### src/rtl/rgps_pkg.sv
// Shared types and constants for the radial gradient parameter solver.
`default_nettype none

package rgps_pkg;

	// Configuration register index width and register map
	localparam int CFG_IDX_W = 3;

	typedef enum logic [CFG_IDX_W-1:0] {
		REG_START_CX  = 3'd0,
		REG_START_CY  = 3'd1,
		REG_START_R   = 3'd2,
		REG_END_CX    = 3'd3,
		REG_END_CY    = 3'd4,
		REG_END_R     = 3'd5,
		REG_EXT_BEFORE = 3'd6,
		REG_EXT_AFTER = 3'd7
	} cfg_reg_t;

	// Per-stage control handed to every cell of a chain
	typedef struct packed {
		logic en;
		logic valid;
	} stage_ctl_t;

endpackage

`default_nettype wire

### src/rtl/rgps_div_cell.sv
// One quotient-bit cell of the two-lane restoring divider chain.
`default_nettype none

module rgps_div_cell
	import rgps_pkg::*;
#(
	parameter int NW   = 16,
	parameter int DVW  = 8,
	parameter int PAYW = 1
) (
	input  wire logic                   clk,
	input  wire logic                   arst_n,
	input  wire stage_ctl_t             ctl_i,
	input  wire logic [1:0][NW-1:0]     num_i,
	input  wire logic [1:0][DVW-1:0]    den_i,
	input  wire logic [1:0][DVW-1:0]    rem_i,
	input  wire logic [1:0][NW-1:0]     quo_i,
	input  wire logic [PAYW-1:0]        pay_i,
	output logic                        valid_o,
	output logic [1:0][NW-1:0]          num_o,
	output logic [1:0][DVW-1:0]         den_o,
	output logic [1:0][DVW-1:0]         rem_o,
	output logic [1:0][NW-1:0]          quo_o,
	output logic [PAYW-1:0]             pay_o
);

	logic [1:0][DVW:0]   rem_x;
	logic [1:0]          ge;
	logic [1:0][DVW:0]   rem_d;

	// Shift in the next numerator bit, subtract the divisor if it fits
	always_comb begin
		for (int l = 0; l < 2; l++) begin
			rem_x[l] = {rem_i[l], num_i[l][NW-1]};
			ge[l]    = (rem_x[l] >= {1'b0, den_i[l]});
			rem_d[l] = ge[l] ? (rem_x[l] - {1'b0, den_i[l]}) : rem_x[l];
		end
	end

	logic valid_s1;

	always_ff @(posedge clk or negedge arst_n) begin
		if (!arst_n) begin
			valid_s1 <= 1'b0;
		end else if (ctl_i.en) begin
			valid_s1 <= ctl_i.valid;
		end
	end

	logic [1:0][NW-1:0]  num_s1;
	logic [1:0][DVW-1:0] den_s1;
	logic [1:0][DVW-1:0] rem_s1;
	logic [1:0][NW-1:0]  quo_s1;
	logic [PAYW-1:0]     pay_s1;

	always_ff @(posedge clk) begin
		if (ctl_i.en) begin
			for (int l = 0; l < 2; l++) begin
				num_s1[l] <= num_i[l] << 1;
				den_s1[l] <= den_i[l];
				rem_s1[l] <= rem_d[l][DVW-1:0];
				quo_s1[l] <= (NW)'({quo_i[l], ge[l]});
			end
			pay_s1 <= pay_i;
		end
	end

	assign valid_o = valid_s1;
	assign num_o   = num_s1;
	assign den_o   = den_s1;
	assign rem_o   = rem_s1;
	assign quo_o   = quo_s1;
	assign pay_o   = pay_s1;

endmodule

`default_nettype wire

### config.mk
export PLATFORM = sky130hd
export DESIGN_NAME = rgps_div_cell
export DESIGN_NICKNAME = d
export VERILOG_FILES = /design/src/rtl/rgps_pkg.sv /design/src/rtl/rgps_div_cell.sv
export SDC_FILE = /design/constraint.sdc
export NUM_CORES = 1
export LEC_CHECK = 0
export ABC_AREA = 1
export BUFFER_PORTS_ARGS = -buffer_cell sky130_fd_sc_hd__buf_2
export CAP_MARGIN = 15
export CORE_ASPECT_RATIO = 0.6
export CORE_UTILIZATION = 42
export CTS_BUF_LIST = sky130_fd_sc_hd__clkbuf_16
export CTS_CLUSTER_SIZE = 30
export DETAILED_ROUTE_END_ITERATION = 10
export PLACE_DENSITY = 0.76
export SETUP_SLACK_MARGIN = 0.4
export SYNTH_ARGS = -nofsm -noshare
export SYNTH_HDL_FRONTEND = slang
export SYNTH_SLANG_ARGS = --single-unit
### constraint.sdc
create_clock -name clk -period 0.9 [get_ports clk]
set_clock_uncertainty 0.2 [all_clocks]
set_input_delay 0.045 -clock clk [delete_from_list [all_inputs] [get_ports clk]]
set_output_delay 0.045 -clock clk [all_outputs]
set_load 0.05 [all_outputs]
==> flow_summary.ini <==
[clock_network]
clkLatencyLatePin_ps = 330
hold_buffers = 1
cts_tree = done
clkSlewWorstSetupHoldPaths_ps = 70
cts.htree.levels = 3
cts-root-buf = clkbuf_16
clk_path_buf_depth = 2
cts.sinks = 96
cts_buffers = 9

[setup_path]
r2r-start = valid_o
r2r-end = valid_o
cp_top_family = simple AND/OR/NAND/NOR gates
crit_end = rem_o[2]
crit_chain = buf_2 -> ha_4 -> nand2_2 -> nand2_2 -> a21oi_4 -> nand2_4 -> nand2_8 -> nand2_8 -> nand2_2 -> nand2_1
path_class = in -> reg
crit_required_ps = 790
crit_top_cell = nand2_2
slowest_delay_ps = 270
worstSetupPathDepth = 10
rrSetupSlack_ps = -70
crit_path_start = rem_i[1]
arrival_ps = 1220
crit_path_end_kind = flip-flop
crit_path_max_fanout = 6
crit_slowest_cell = ha_4
start_kind = primary input
reg2reg_depth = 1
cp_num_buf_inv = 1

[synth]
yosys_register_bits = 96
synth-edff-count = 95
yosys.area.top_type_share = 0.679
synth.most_common_cell = edfxtp_1
synth_top_cell_by_area = edfxtp_1
ys_warn_count = 0
synth_area_um2 = 4200
synth_cell_types = 30
synth_area_leaders = edfxtp_1, nand2_1, ha_1
synth.avg_cell_area_um2 = 13.1
synth_flop_cell = edfxtp_1
syn_inst = 320
ys_seq_area_frac = 0.685
async_flop_share = 0.0104
synthTopCellsByCount = edfxtp_1, nand2_1, inv_1, nand3_1, ha_1

[floorplanning]
die_w_um = 131
die-area_um2 = 10400
initial_core_util = 0.446
io_pins = 199
die_h_um = 79.5
num_rows = 27
coreArea_um2 = 9430

[sta]
whs_ps = -324
setup_tns_ps = -30990
slew_viol_final = 0
layout_min_cycle_time_ps = 1330
post-route-period-util = 1.48
fin_ws_ps = -433
setup_viol = 115
hold_viol = 95
rsz0062_at_grt = yes
fmax_mhz = 750

[placement]
port_buffers = 194
post-place-ws_ps = -895
gp_congestion = 0.888
place_hpwl_um = 8300
place_area_um2 = 5900
dp.cells = 689

[finish]
antenna_cells = 0
nets = 723
fillers = 447
regArea_um2 = 2880
finalNonFillerCells = 739
postLayoutCellArea_um2 = 7940
synthToLayoutAreaGrowth_pct = 89.0
multi_input_area_um2 = 1670
drive_gt1_frac = 0.683

[min_path]
hp-class = in -> reg

[grt]
grt_usage = 0.279
antenna_found_initial = 0
grt_pass1_vias = 3884
grt_first_pass_wirelength_um = 20700
grt_start_max_net_pins = 19
gr-total-overflow = 0

[route]
detail-route-antenna-nets = 0
vias = 3649
via_per_inst = 4.94
dr.pass1.iters = 4
drt-wirelength-per-cell_um = 19.8
drt-total-wl_um = 14700
drtIter0Drc = 292
drc = 0

[status]
status = finished with violations
violations = hold timing, setup timing

[pwr]
leakage_uw = 0.00351
peakVddDrop_mv = 1.04
power_density_nw_per_um2 = 1780

[job]
maxCapViolations = 0
## cell families after synthesis
logic type,synth area share
AO/OA/AOI/OAI,0.0131
XOR/XNOR,0.0125
adder cells (fa/ha/maj),0.0572
buffers and inverters,0.0530
flip-flops,0.685
multiplexers,0.00268
other,0.000893
AND/OR/NAND/NOR,0.175
## worst min-delay path by stage
stage | to | slack [ps] | depth (start not counted) | startpoint
finish | num_o[25] | -320 | 1 | num_i[24]
global route | quo_o[14] | -340 | 1 | quo_i[13]
CTS | quo_o[12] | -340 | 1 | quo_i[11]
detailed placement | valid_o | -380 | 1 | arst_n
global placement | valid_o | -380 | 1 | arst_n
floorplan | valid_o | -450 | 0 | arst_n
## repair_timing
item,CTS,global route
cloned,9,4
setup buffers,17,3
gates resized for setup,328,36
hold endpoints to repair,115,95
endpoints found under the setup margin,201,209
pin swaps,66,42
## cell type report
type,count,area share
clock buffer,9,0.0284
multi-input combinational,176,0.211
clock inverter,7,0.00820
tap,130,0.0205
inverter,48,0.0274
sequential,96,0.363
timing repair buffer,273,0.342
## cell usage in the layout, fill, tap and decap left out, drive strengths merged, types with 8 or more instances in the layout
| master | instances |
|---|---|
| ha | 16 |
| a21oi | 8 |
| nor2 | 12 |
| nand3 | 28 |
| buf | 268 |
| edfxtp | 95 |
| inv | 50 |
| nand2 | 93 |
| clkbuf | 13 |
## stage by stage
step	total power (uW)	hold slack [ps]	util
after floorplan	7880	-451	-
after global placement	8920	-381	0.626
after detailed placement	9000	-375	0.626
after CTS	13800	-341	0.812
after global routing	14600	-340	0.842
final	14100	-324	0.842
## sequential cells by signal (all words and copies together) (netlist names)
register	flops
num_o	30
den_o	16
rem_o	16
quo_o	32
valid_o	1
pay_o	1
## power breakdown
part	switching [uW]	leakage, uW	total (uW)	internal (uW)
clock network	1780	0.000137	3720	1930
registers	215	0.000940	5620	5400
logic	2810	0.00243	4780	1970
total	4810	0.00351	14100	9300
## per-layer routing
| layer | wire, um | global-route usage |
|---|---|---|
| met1 | 5480 | 0.309 |
| met2 | 7720 | 0.500 |
| met3 | 1110 | 0.0818 |
| met4 | 347 | 0.118 |
| met5 | 0 | 0 |
No activity file was read; power rests on OpenSTA's default activity.
