**config.mk**
```make
export PLATFORM = sky130hd
export DESIGN_NAME = rgps_sqrt_cell
export DESIGN_NICKNAME = d
export VERILOG_FILES = /design/src/rtl/rgps_pkg.sv /design/src/rtl/rgps_sqrt_cell.sv
export SDC_FILE = /design/constraint.sdc
export NUM_CORES = 1
export LEC_CHECK = 0
export ABC_AREA = 1
export BUFFER_PORTS_ARGS = -buffer_cell sky130_fd_sc_hd__buf_2
export CAP_MARGIN = 40
export CORE_ASPECT_RATIO = 0.9
export CORE_UTILIZATION = 42
export CTS_BUF_LIST = sky130_fd_sc_hd__clkbuf_16
export CTS_CLUSTER_DIAMETER = 200
export DETAILED_ROUTE_END_ITERATION = 8
export HOLD_SLACK_MARGIN = 0.06
export PLACE_DENSITY = 0.71
export SLEW_MARGIN = 30
export SYNTH_ARGS = -nofsm -noshare
export SYNTH_HDL_FRONTEND = slang
export SYNTH_SLANG_ARGS = --single-unit
```
**constraint.sdc**
```tcl
create_clock -name clk -period 1.3 [get_ports clk]
set_clock_uncertainty 0.15 [all_clocks]
set_input_delay 0.26 -clock clk [delete_from_list [all_inputs] [get_ports clk]]
set_output_delay 0.26 -clock clk [all_outputs]
set_load 0.005 [all_outputs]
```
**src/rtl/rgps_pkg.sv**
```systemverilog
// Shared types and constants for the radial gradient parameter solver.
`default_nettype none

package rgps_pkg;

	// Configuration register index width and register map
	localparam int CFG_IDX_W = 3;

	typedef enum logic [CFG_IDX_W-1:0] {
		REG_START_CX  = 3'd0,
		REG_START_CY  = 3'd1,
		REG_START_R   = 3'd2,
		REG_END_CX    = 3'd3,
		REG_END_CY    = 3'd4,
		REG_END_R     = 3'd5,
		REG_EXT_BEFORE = 3'd6,
		REG_EXT_AFTER = 3'd7
	} cfg_reg_t;

	// Per-stage control handed to every cell of a chain
	typedef struct packed {
		logic en;
		logic valid;
	} stage_ctl_t;

endpackage

`default_nettype wire

```
**src/rtl/rgps_sqrt_cell.sv**
```systemverilog
// One digit cell of the pipelined integer square root chain (two radicand bits per cell).
`default_nettype none

module rgps_sqrt_cell
	import rgps_pkg::*;
#(
	parameter int SW   = 8,
	parameter int PAYW = 1
) (
	input  wire logic              clk,
	input  wire logic              arst_n,
	input  wire stage_ctl_t        ctl_i,
	input  wire logic [2*SW-1:0]   rad_i,
	input  wire logic [SW+1:0]     rem_i,
	input  wire logic [SW-1:0]     root_i,
	input  wire logic [PAYW-1:0]   pay_i,
	output logic                   valid_o,
	output logic [2*SW-1:0]        rad_o,
	output logic [SW+1:0]          rem_o,
	output logic [SW-1:0]          root_o,
	output logic [PAYW-1:0]        pay_o
);

	logic [SW+3:0] rem_x;
	logic [SW+3:0] trial;
	logic          ge;
	logic [SW+3:0] rem_d;

	// Bring down the next radicand bit pair and try the next root bit
	always_comb begin
		rem_x = {rem_i, rad_i[2*SW-1 -: 2]};
		trial = (SW+4)'({root_i, 2'b01});
		ge    = (rem_x >= trial);
		rem_d = ge ? (rem_x - trial) : rem_x;
	end

	logic valid_s1;

	always_ff @(posedge clk or negedge arst_n) begin
		if (!arst_n) begin
			valid_s1 <= 1'b0;
		end else if (ctl_i.en) begin
			valid_s1 <= ctl_i.valid;
		end
	end

	logic [2*SW-1:0] rad_s1;
	logic [SW+1:0]   rem_s1;
	logic [SW-1:0]   root_s1;
	logic [PAYW-1:0] pay_s1;

	always_ff @(posedge clk) begin
		if (ctl_i.en) begin
			rad_s1  <= rad_i << 2;
			rem_s1  <= rem_d[SW+1:0];
			root_s1 <= (SW)'({root_i, ge});
			pay_s1  <= pay_i;
		end
	end

	assign valid_o = valid_s1;
	assign rad_o   = rad_s1;
	assign rem_o   = rem_s1;
	assign root_o  = root_s1;
	assign pay_o   = pay_s1;

endmodule

`default_nettype wire

```
==> results of run 1 <==
where the power goes:
part           internal, mW  switching, mW  total, mW
Sequential             1.33         0.0287       1.36
Combinational         0.494          0.472      0.966
Clock                 0.890          0.445       1.34
critical path: stages:
cell,delay (ps)
buf_8,100
ha_4,290
nand2_4,70
buf_6,120
nor2_4,120
buf_4,130
nand2_2,70
nand2_1,80
nand2_1,70
nand3_2,80
nand2_1,50
cells by family (layout without fill, tap and decap cells):
family	Yosys count	after routing	share of synthesized area [%]
buffers and inverters	33	169	7.89
AOI/OAI and AO/OA	11	11	4.48
other	1	2	0.200
and+or+nand+nor	84	84	24.5
xor gates and xnor gates	3	3	1.40
adders and majority gates	10	10	6.68
muxes	1	1	0.602
DFF	34	34	54.3
synthesized netlist by cell type, types with 2 or more instances:
master	n
nand3b_1	4
xor2_1	2
nand3_2	5
o21ai_2	3
nand4_1	7
inv_1	30
nand2_1	48
ha_1	10
nand3_1	2
nor2_1	6
buf_4	2
nand2_2	4
o21ai_0	2
edfxtp_1	33
nor2_2	2
nor2_4	3
a21oi_1	3
metal layers:
metal  up-vias  track usage, %  share of wire, %
met4         0            9.80               1.9
li1        861               -                 -
met2        79            43.2                52
met1       846            26.0                39
met5         -               0                 0
met3        10            6.90               6.8
stage by stage:
step	total power, mW	std cells	util (%)
finish	3.66	374	79.6
global route	3.81	374	79.6
CTS	3.55	371	76.9
detailed placement	2.10	338	63.8
global placement	2.08	338	63.8
floorplan	1.77	178	-
registers in the layout, summed over array words and instances, names as in the netlist:
signal   flops
pay_o        1
rad_o       14
rem_o       10
root_o       8
valid_o      1
final timing paths:
kind / start / end / slack, ps / depth (start not counted)
setup / recovery: rem_i[5] / rem_o[8] / -240 / 11
hold / removal: ctl_i[0] / valid_o / 70 / 2
max in group asynchronous: arst_n / valid_o / 770 / 2
hold reg to reg: valid_o / valid_o / 360 / 1
setup reg to reg: valid_o / valid_o / 410 / 1
min in group asynchronous: arst_n / valid_o / 150 / 2
layout make-up:
cell class | instances | area, µm²
sequential | 34 | 1020
timing repair buffer | 131 | 971
multi-input combinational | 111 | 968
fill | 262 | 853
inverter | 30 | 138
clock buffer | 5 | 125
tap | 60 | 75.1
clock inverter | 3 | 37.5
cells in the final DEF, fill, tap and decap left out, drive strengths merged:
cell / count
a21oi: 4
dfrtp: 1
nand2: 53
clkbuf: 5
edfxtp: 33
dlygate4sd3: 22
nand3: 8
clkinv: 1
xor2: 2
xnor2: 1
ha: 10
mux2: 1
nor2: 11
o21ai: 6
a21boi: 1
nand4: 8
bufinv: 1
buf: 109
inv: 31
nand3b: 4
conb: 2
what timing repair did:
item	4_1_cts	5_1_grt
endpoints found under the hold margin	22	0
hold buffers	22	0
setup endpoints to repair	11	11
buffers inserted	3	3
resized for setup	40	28
pin swaps	16	27
==> flow_metrics.env, run 1 <==
export IMPL_synthFlopType="edfxtp_1"
export IMPL_detail_route_antenna_nets=0
export IMPL_io_buffer_count=72
export IMPL_postSynthCellCount=177
export IMPL_yosys_warnings=0
export IMPL_dieArea_mm2=0.00473
export IMPL_place_hpwl_um=3230
export IMPL_crit_fanout=4
export IMPL_fp_dieH_um=65.3
export IMPL_grt_max_degree=18
export IMPL_final_max_slew_viol_count=0
export IMPL_die_width_um=72.4
export IMPL_finalCritPeriodShare_pct=119
export IMPL_antenna_found_initial=0
export IMPL_via_count=1796
export IMPL_core_area_mm2=0.00418
export IMPL_netlist_top_cells_area="edfxtp_1 (53%), nand2_1 (9.6%), ha_1 (6.7%)"
export IMPL_clock_sinks=34
export IMPL_violations="setup timing"
export IMPL_clk_path_buf_depth=2
export IMPL_grt_overflow=0
export IMPL_required_ps=1190
export IMPL_cellPowerDensity_mw_per_mm2=1100
export IMPL_grt_pass1_vias=1830
export IMPL_hold_violations=0
export IMPL_netlist_area_leader_share_pct=52.9
export IMPL_avgSynthCellArea_um2=10.6
export IMPL_path_class="input pin to register"
export IMPL_antennaDiodeCount=0
export IMPL_async_reset_ff_share_pct=2.94
export IMPL_area_growth_pct=77.9
export IMPL_num_rows=22
export IMPL_period_needed_ps=1540
export IMPL_syn_area_mm2=0.00187
export IMPL_cts_buffers=5
export IMPL_synth_edf_count=33
export IMPL_viasPerCell=4.80
export IMPL_arrival_ps=1430
export IMPL_hp_class="input pin to register"
export IMPL_tns_ps=-2280
export IMPL_grt_pass1_wl_um=8410
export IMPL_h_tree_depth=2
export IMPL_start_kind="input pin"
export IMPL_power_leakage_nw=1.57
export IMPL_timing_fmax_mhz=649
export IMPL_start_util_pct=44.7
export IMPL_gr_usage_all_layers_pct=23.9
export IMPL_finalSetupViolations=11
export IMPL_cts_tree="yes"
export IMPL_rsz0062_at_grt="true"
export IMPL_wl_um=5690
export IMPL_synth_cell_types=28
export IMPL_clk_latency_ps=270
export IMPL_dp_slack_ps=-592
export IMPL_clk_pin_slew_ps=60
export IMPL_end_kind="register"
export IMPL_yosysTopAreaCell="edfxtp_1"
export IMPL_irDropWorstVdd_mv=0.627
export IMPL_nets=362
export IMPL_drt_pass1_iter_count=4
export IMPL_drive_gt1_share_pct=59.6
export IMPL_maxCapViolCount=0
export IMPL_finalWorstSetupSlack_ps=-241
export IMPL_ys_ff_latch=34
export IMPL_place_congestion=0.805
export IMPL_status="finished with violations"
export IMPL_root_buffer="clkbuf_16"
export IMPL_io_pins=75
export IMPL_drc=0
export IMPL_ys_seq_area_share_pct=54.3
export IMPL_wire_per_inst_um=15.2
export IMPL_stdcell_area_mm2=0.00333
export IMPL_drt_iter0_markers=67
export IMPL_holdWs_ps=66.5
export IMPL_placed_area_mm2=0.00267
Note: power is estimated with default switching activity, not from simulation.
==> inputs of run 2 (changes only) <==
--- a/config.mk
+++ b/config.mk
@@ -6,15 +6,15 @@
 export NUM_CORES = 1
 export LEC_CHECK = 0
 export ABC_AREA = 1
-export BUFFER_PORTS_ARGS = -buffer_cell sky130_fd_sc_hd__buf_2
+export BUFFER_PORTS_ARGS = -buffer_cell sky130_fd_sc_hd__buf_4
 export CAP_MARGIN = 40
 export CORE_ASPECT_RATIO = 0.9
-export CORE_UTILIZATION = 42
+export CORE_UTILIZATION = 40
 export CTS_BUF_LIST = sky130_fd_sc_hd__clkbuf_16
 export CTS_CLUSTER_DIAMETER = 200
 export DETAILED_ROUTE_END_ITERATION = 8
 export HOLD_SLACK_MARGIN = 0.06
-export PLACE_DENSITY = 0.71
+export PLACE_DENSITY = 0.68
 export SLEW_MARGIN = 30
 export SYNTH_ARGS = -nofsm -noshare
 export SYNTH_HDL_FRONTEND = slang
==> run 2 against run 1 <==
The run still ends with setup timing left. Wire length is 12% lower. Flip-flop and latch count stayed put. Clock power down 17%. Highest routed layer unchanged. Global-route usage is 4.1 points lower. Sequential power is essentially flat. Critical endpoint is now rem_o[9]. Via count fell by 1.3%.
==> flow_metrics.env, run 2 (same netlist as run 1, synthesis figures left out) <==
export IMPL_final_max_slew_viol_count=0
export IMPL_power_leakage_nw=1.62
export IMPL_fp_dieH_um=66.9
export IMPL_antenna_found_initial=0
export IMPL_core_area_mm2=0.00446
export IMPL_hp_class="input pin to register"
export IMPL_rsz0062_at_grt="true"
export IMPL_area_growth_pct=87.8
export IMPL_io_buffer_count=72
export IMPL_h_tree_depth=2
export IMPL_p_int_mw=2.61
export IMPL_layout_commonest_cell="buf_4"
export IMPL_finalWorstSetupSlack_ps=-206
export IMPL_grt_pass1_wl_um=7390
export IMPL_grt_pass1_vias=1681
export IMPL_place_congestion=0.855
export IMPL_irDropWorstVdd_mv=0.548
export IMPL_n_fill_cell=266
export IMPL_crit_fanout=3
export IMPL_detail_route_antenna_nets=0
export IMPL_grt_use_met3_pct=4.08
export IMPL_period_needed_ps=1510
export IMPL_grt_overflow=0
export IMPL_cts_tree="yes"
export IMPL_die_width_um=74.1
export IMPL_grt_max_degree=15
export IMPL_clockPowerShare_pct=31.6
export IMPL_root_buffer="clkbuf_16"
export IMPL_place_hpwl_um=3150
export IMPL_path_class="input pin to register"
export IMPL_switchingPower_mw=0.903
export IMPL_cellPowerDensity_mw_per_mm2=998
export IMPL_via_count=1772
export IMPL_gr_usage_all_layers_pct=19.7
export IMPL_required_ps=1180
export IMPL_nets=362
export IMPL_hold_violations=0
export IMPL_largest_register_ffs=14
export IMPL_io_pins=75
export IMPL_cts_buffers=5
export IMPL_violations="setup timing"
export IMPL_stdcell_area_mm2=0.00351
export IMPL_drt_pass1_iter_count=4
export IMPL_arrival_ps=1390
export IMPL_start_kind="input pin"
export IMPL_num_rows=23
export IMPL_multi_input_area_um2=988
export IMPL_clock_sinks=34
export IMPL_combPwrFrac_pct=29.5
export IMPL_maxCapViolCount=0
export IMPL_status="finished with violations"
export IMPL_end_kind="register"
export IMPL_viasPerCell=4.71
export IMPL_ff2ff_setup_slack_ps=410
export IMPL_drt_iter0_markers=47
export IMPL_regArea_mm2=0.00102
export IMPL_drc=0
export IMPL_drive_gt1_share_pct=60.2
export IMPL_clk_pin_slew_ps=50
export IMPL_clk_path_buf_depth=2
export IMPL_finalSetupViolations=11
export IMPL_holdWs_ps=71.2
export IMPL_antennaDiodeCount=0
export IMPL_grt_met1_usage_pct=24.8
export IMPL_netSwitchingFraction_pct=25.7
export IMPL_grt_use_met2_pct=34.5
export IMPL_dieArea_mm2=0.00496
export IMPL_placed_area_mm2=0.00284
export IMPL_start_util_pct=42.0
export IMPL_wl_um=5010
export IMPL_final_cell_mix="buf_4 (84), edfxtp_1 (33), nand2_1 (26)"
export IMPL_clk_latency_ps=270
export IMPL_finalCritPeriodShare_pct=116
export IMPL_tns_ps=-1690
export IMPL_seqPwrFrac_pct=38.9
export IMPL_timing_fmax_mhz=664
export IMPL_wire_per_inst_um=13.3
export IMPL_busiest_layer="met2"
-- run 2: critical path, stage by stage --
cell and delay, ps:
buf_6 100, ha_4 240, buf_4 150, nand2_1 80
nand2_1 100, a21oi_2 180, nand4_1 130, nand3_2 80
nand2_1 50
-- run 2: final cells by class --
class | instances | area share [%]
Multi-Input combinational cell | 111 | 28.1
Clock buffer | 5 | 3.56
Inverter | 30 | 3.84
Sequential cell | 34 | 28.9
Tap cell | 62 | 2.21
Clock inverter | 3 | 0.356
Timing Repair Buffer | 131 | 33.0
-- run 2: what timing repair did --
| action | in CTS | in global routing |
|---|---|---|
| hold buffers | 23 | 0 |
| gates resized for setup | 39 | 37 |
| pin swaps | 29 | 20 |
| endpoints found under the setup margin | 11 | 11 |
| endpoints found under the hold margin | 23 | 0 |
| setup buffers | 3 | 4 |
-- run 2: final timing paths --
kind,start,end,depth (start not counted)
max,rem_i[4],rem_o[9],9
min,ctl_i[0],valid_o,2
max reg2reg,valid_o,valid_o,1
min reg2reg,valid_o,valid_o,1
max in group asynchronous,arst_n,valid_o,2
min in group asynchronous,arst_n,valid_o,2
-- run 2: power groups by stage --
| stage | Clock (mW) | Combinational [mW] | Sequential [mW] |
|---|---|---|---|
| global route | 1.17 | 1.12 | 1.37 |
| CTS | 1.14 | 0.932 | 1.36 |
| detailed placement | 0 | 0.802 | 1.38 |
| floorplan | 0 | 0.373 | 1.40 |
| global placement | 0 | 0.785 | 1.38 |
| finish | 1.11 | 1.03 | 1.36 |
-- run 2: layer usage --
layer	up-vias	routed length, µm	part of all wire, %
met5	-	0	0
met4	0	80	1.6
met3	11	300	6.0
met2	64	2610	52
met1	840	2030	40
li1	857	-	-
-- run 2: per-stage QoR --
step           cells  total power, mW  worst slack [ps]  util, %
2_1_floorplan    178             1.77              -347        -
3_3_place_gp     338             2.17              -517     63.6
3_5_place_dp     338             2.19              -560     63.6
4_1_cts          372             3.43              -164     75.0
5_1_grt          376             3.67              -268     78.8
6_report         376             3.51              -206     78.8
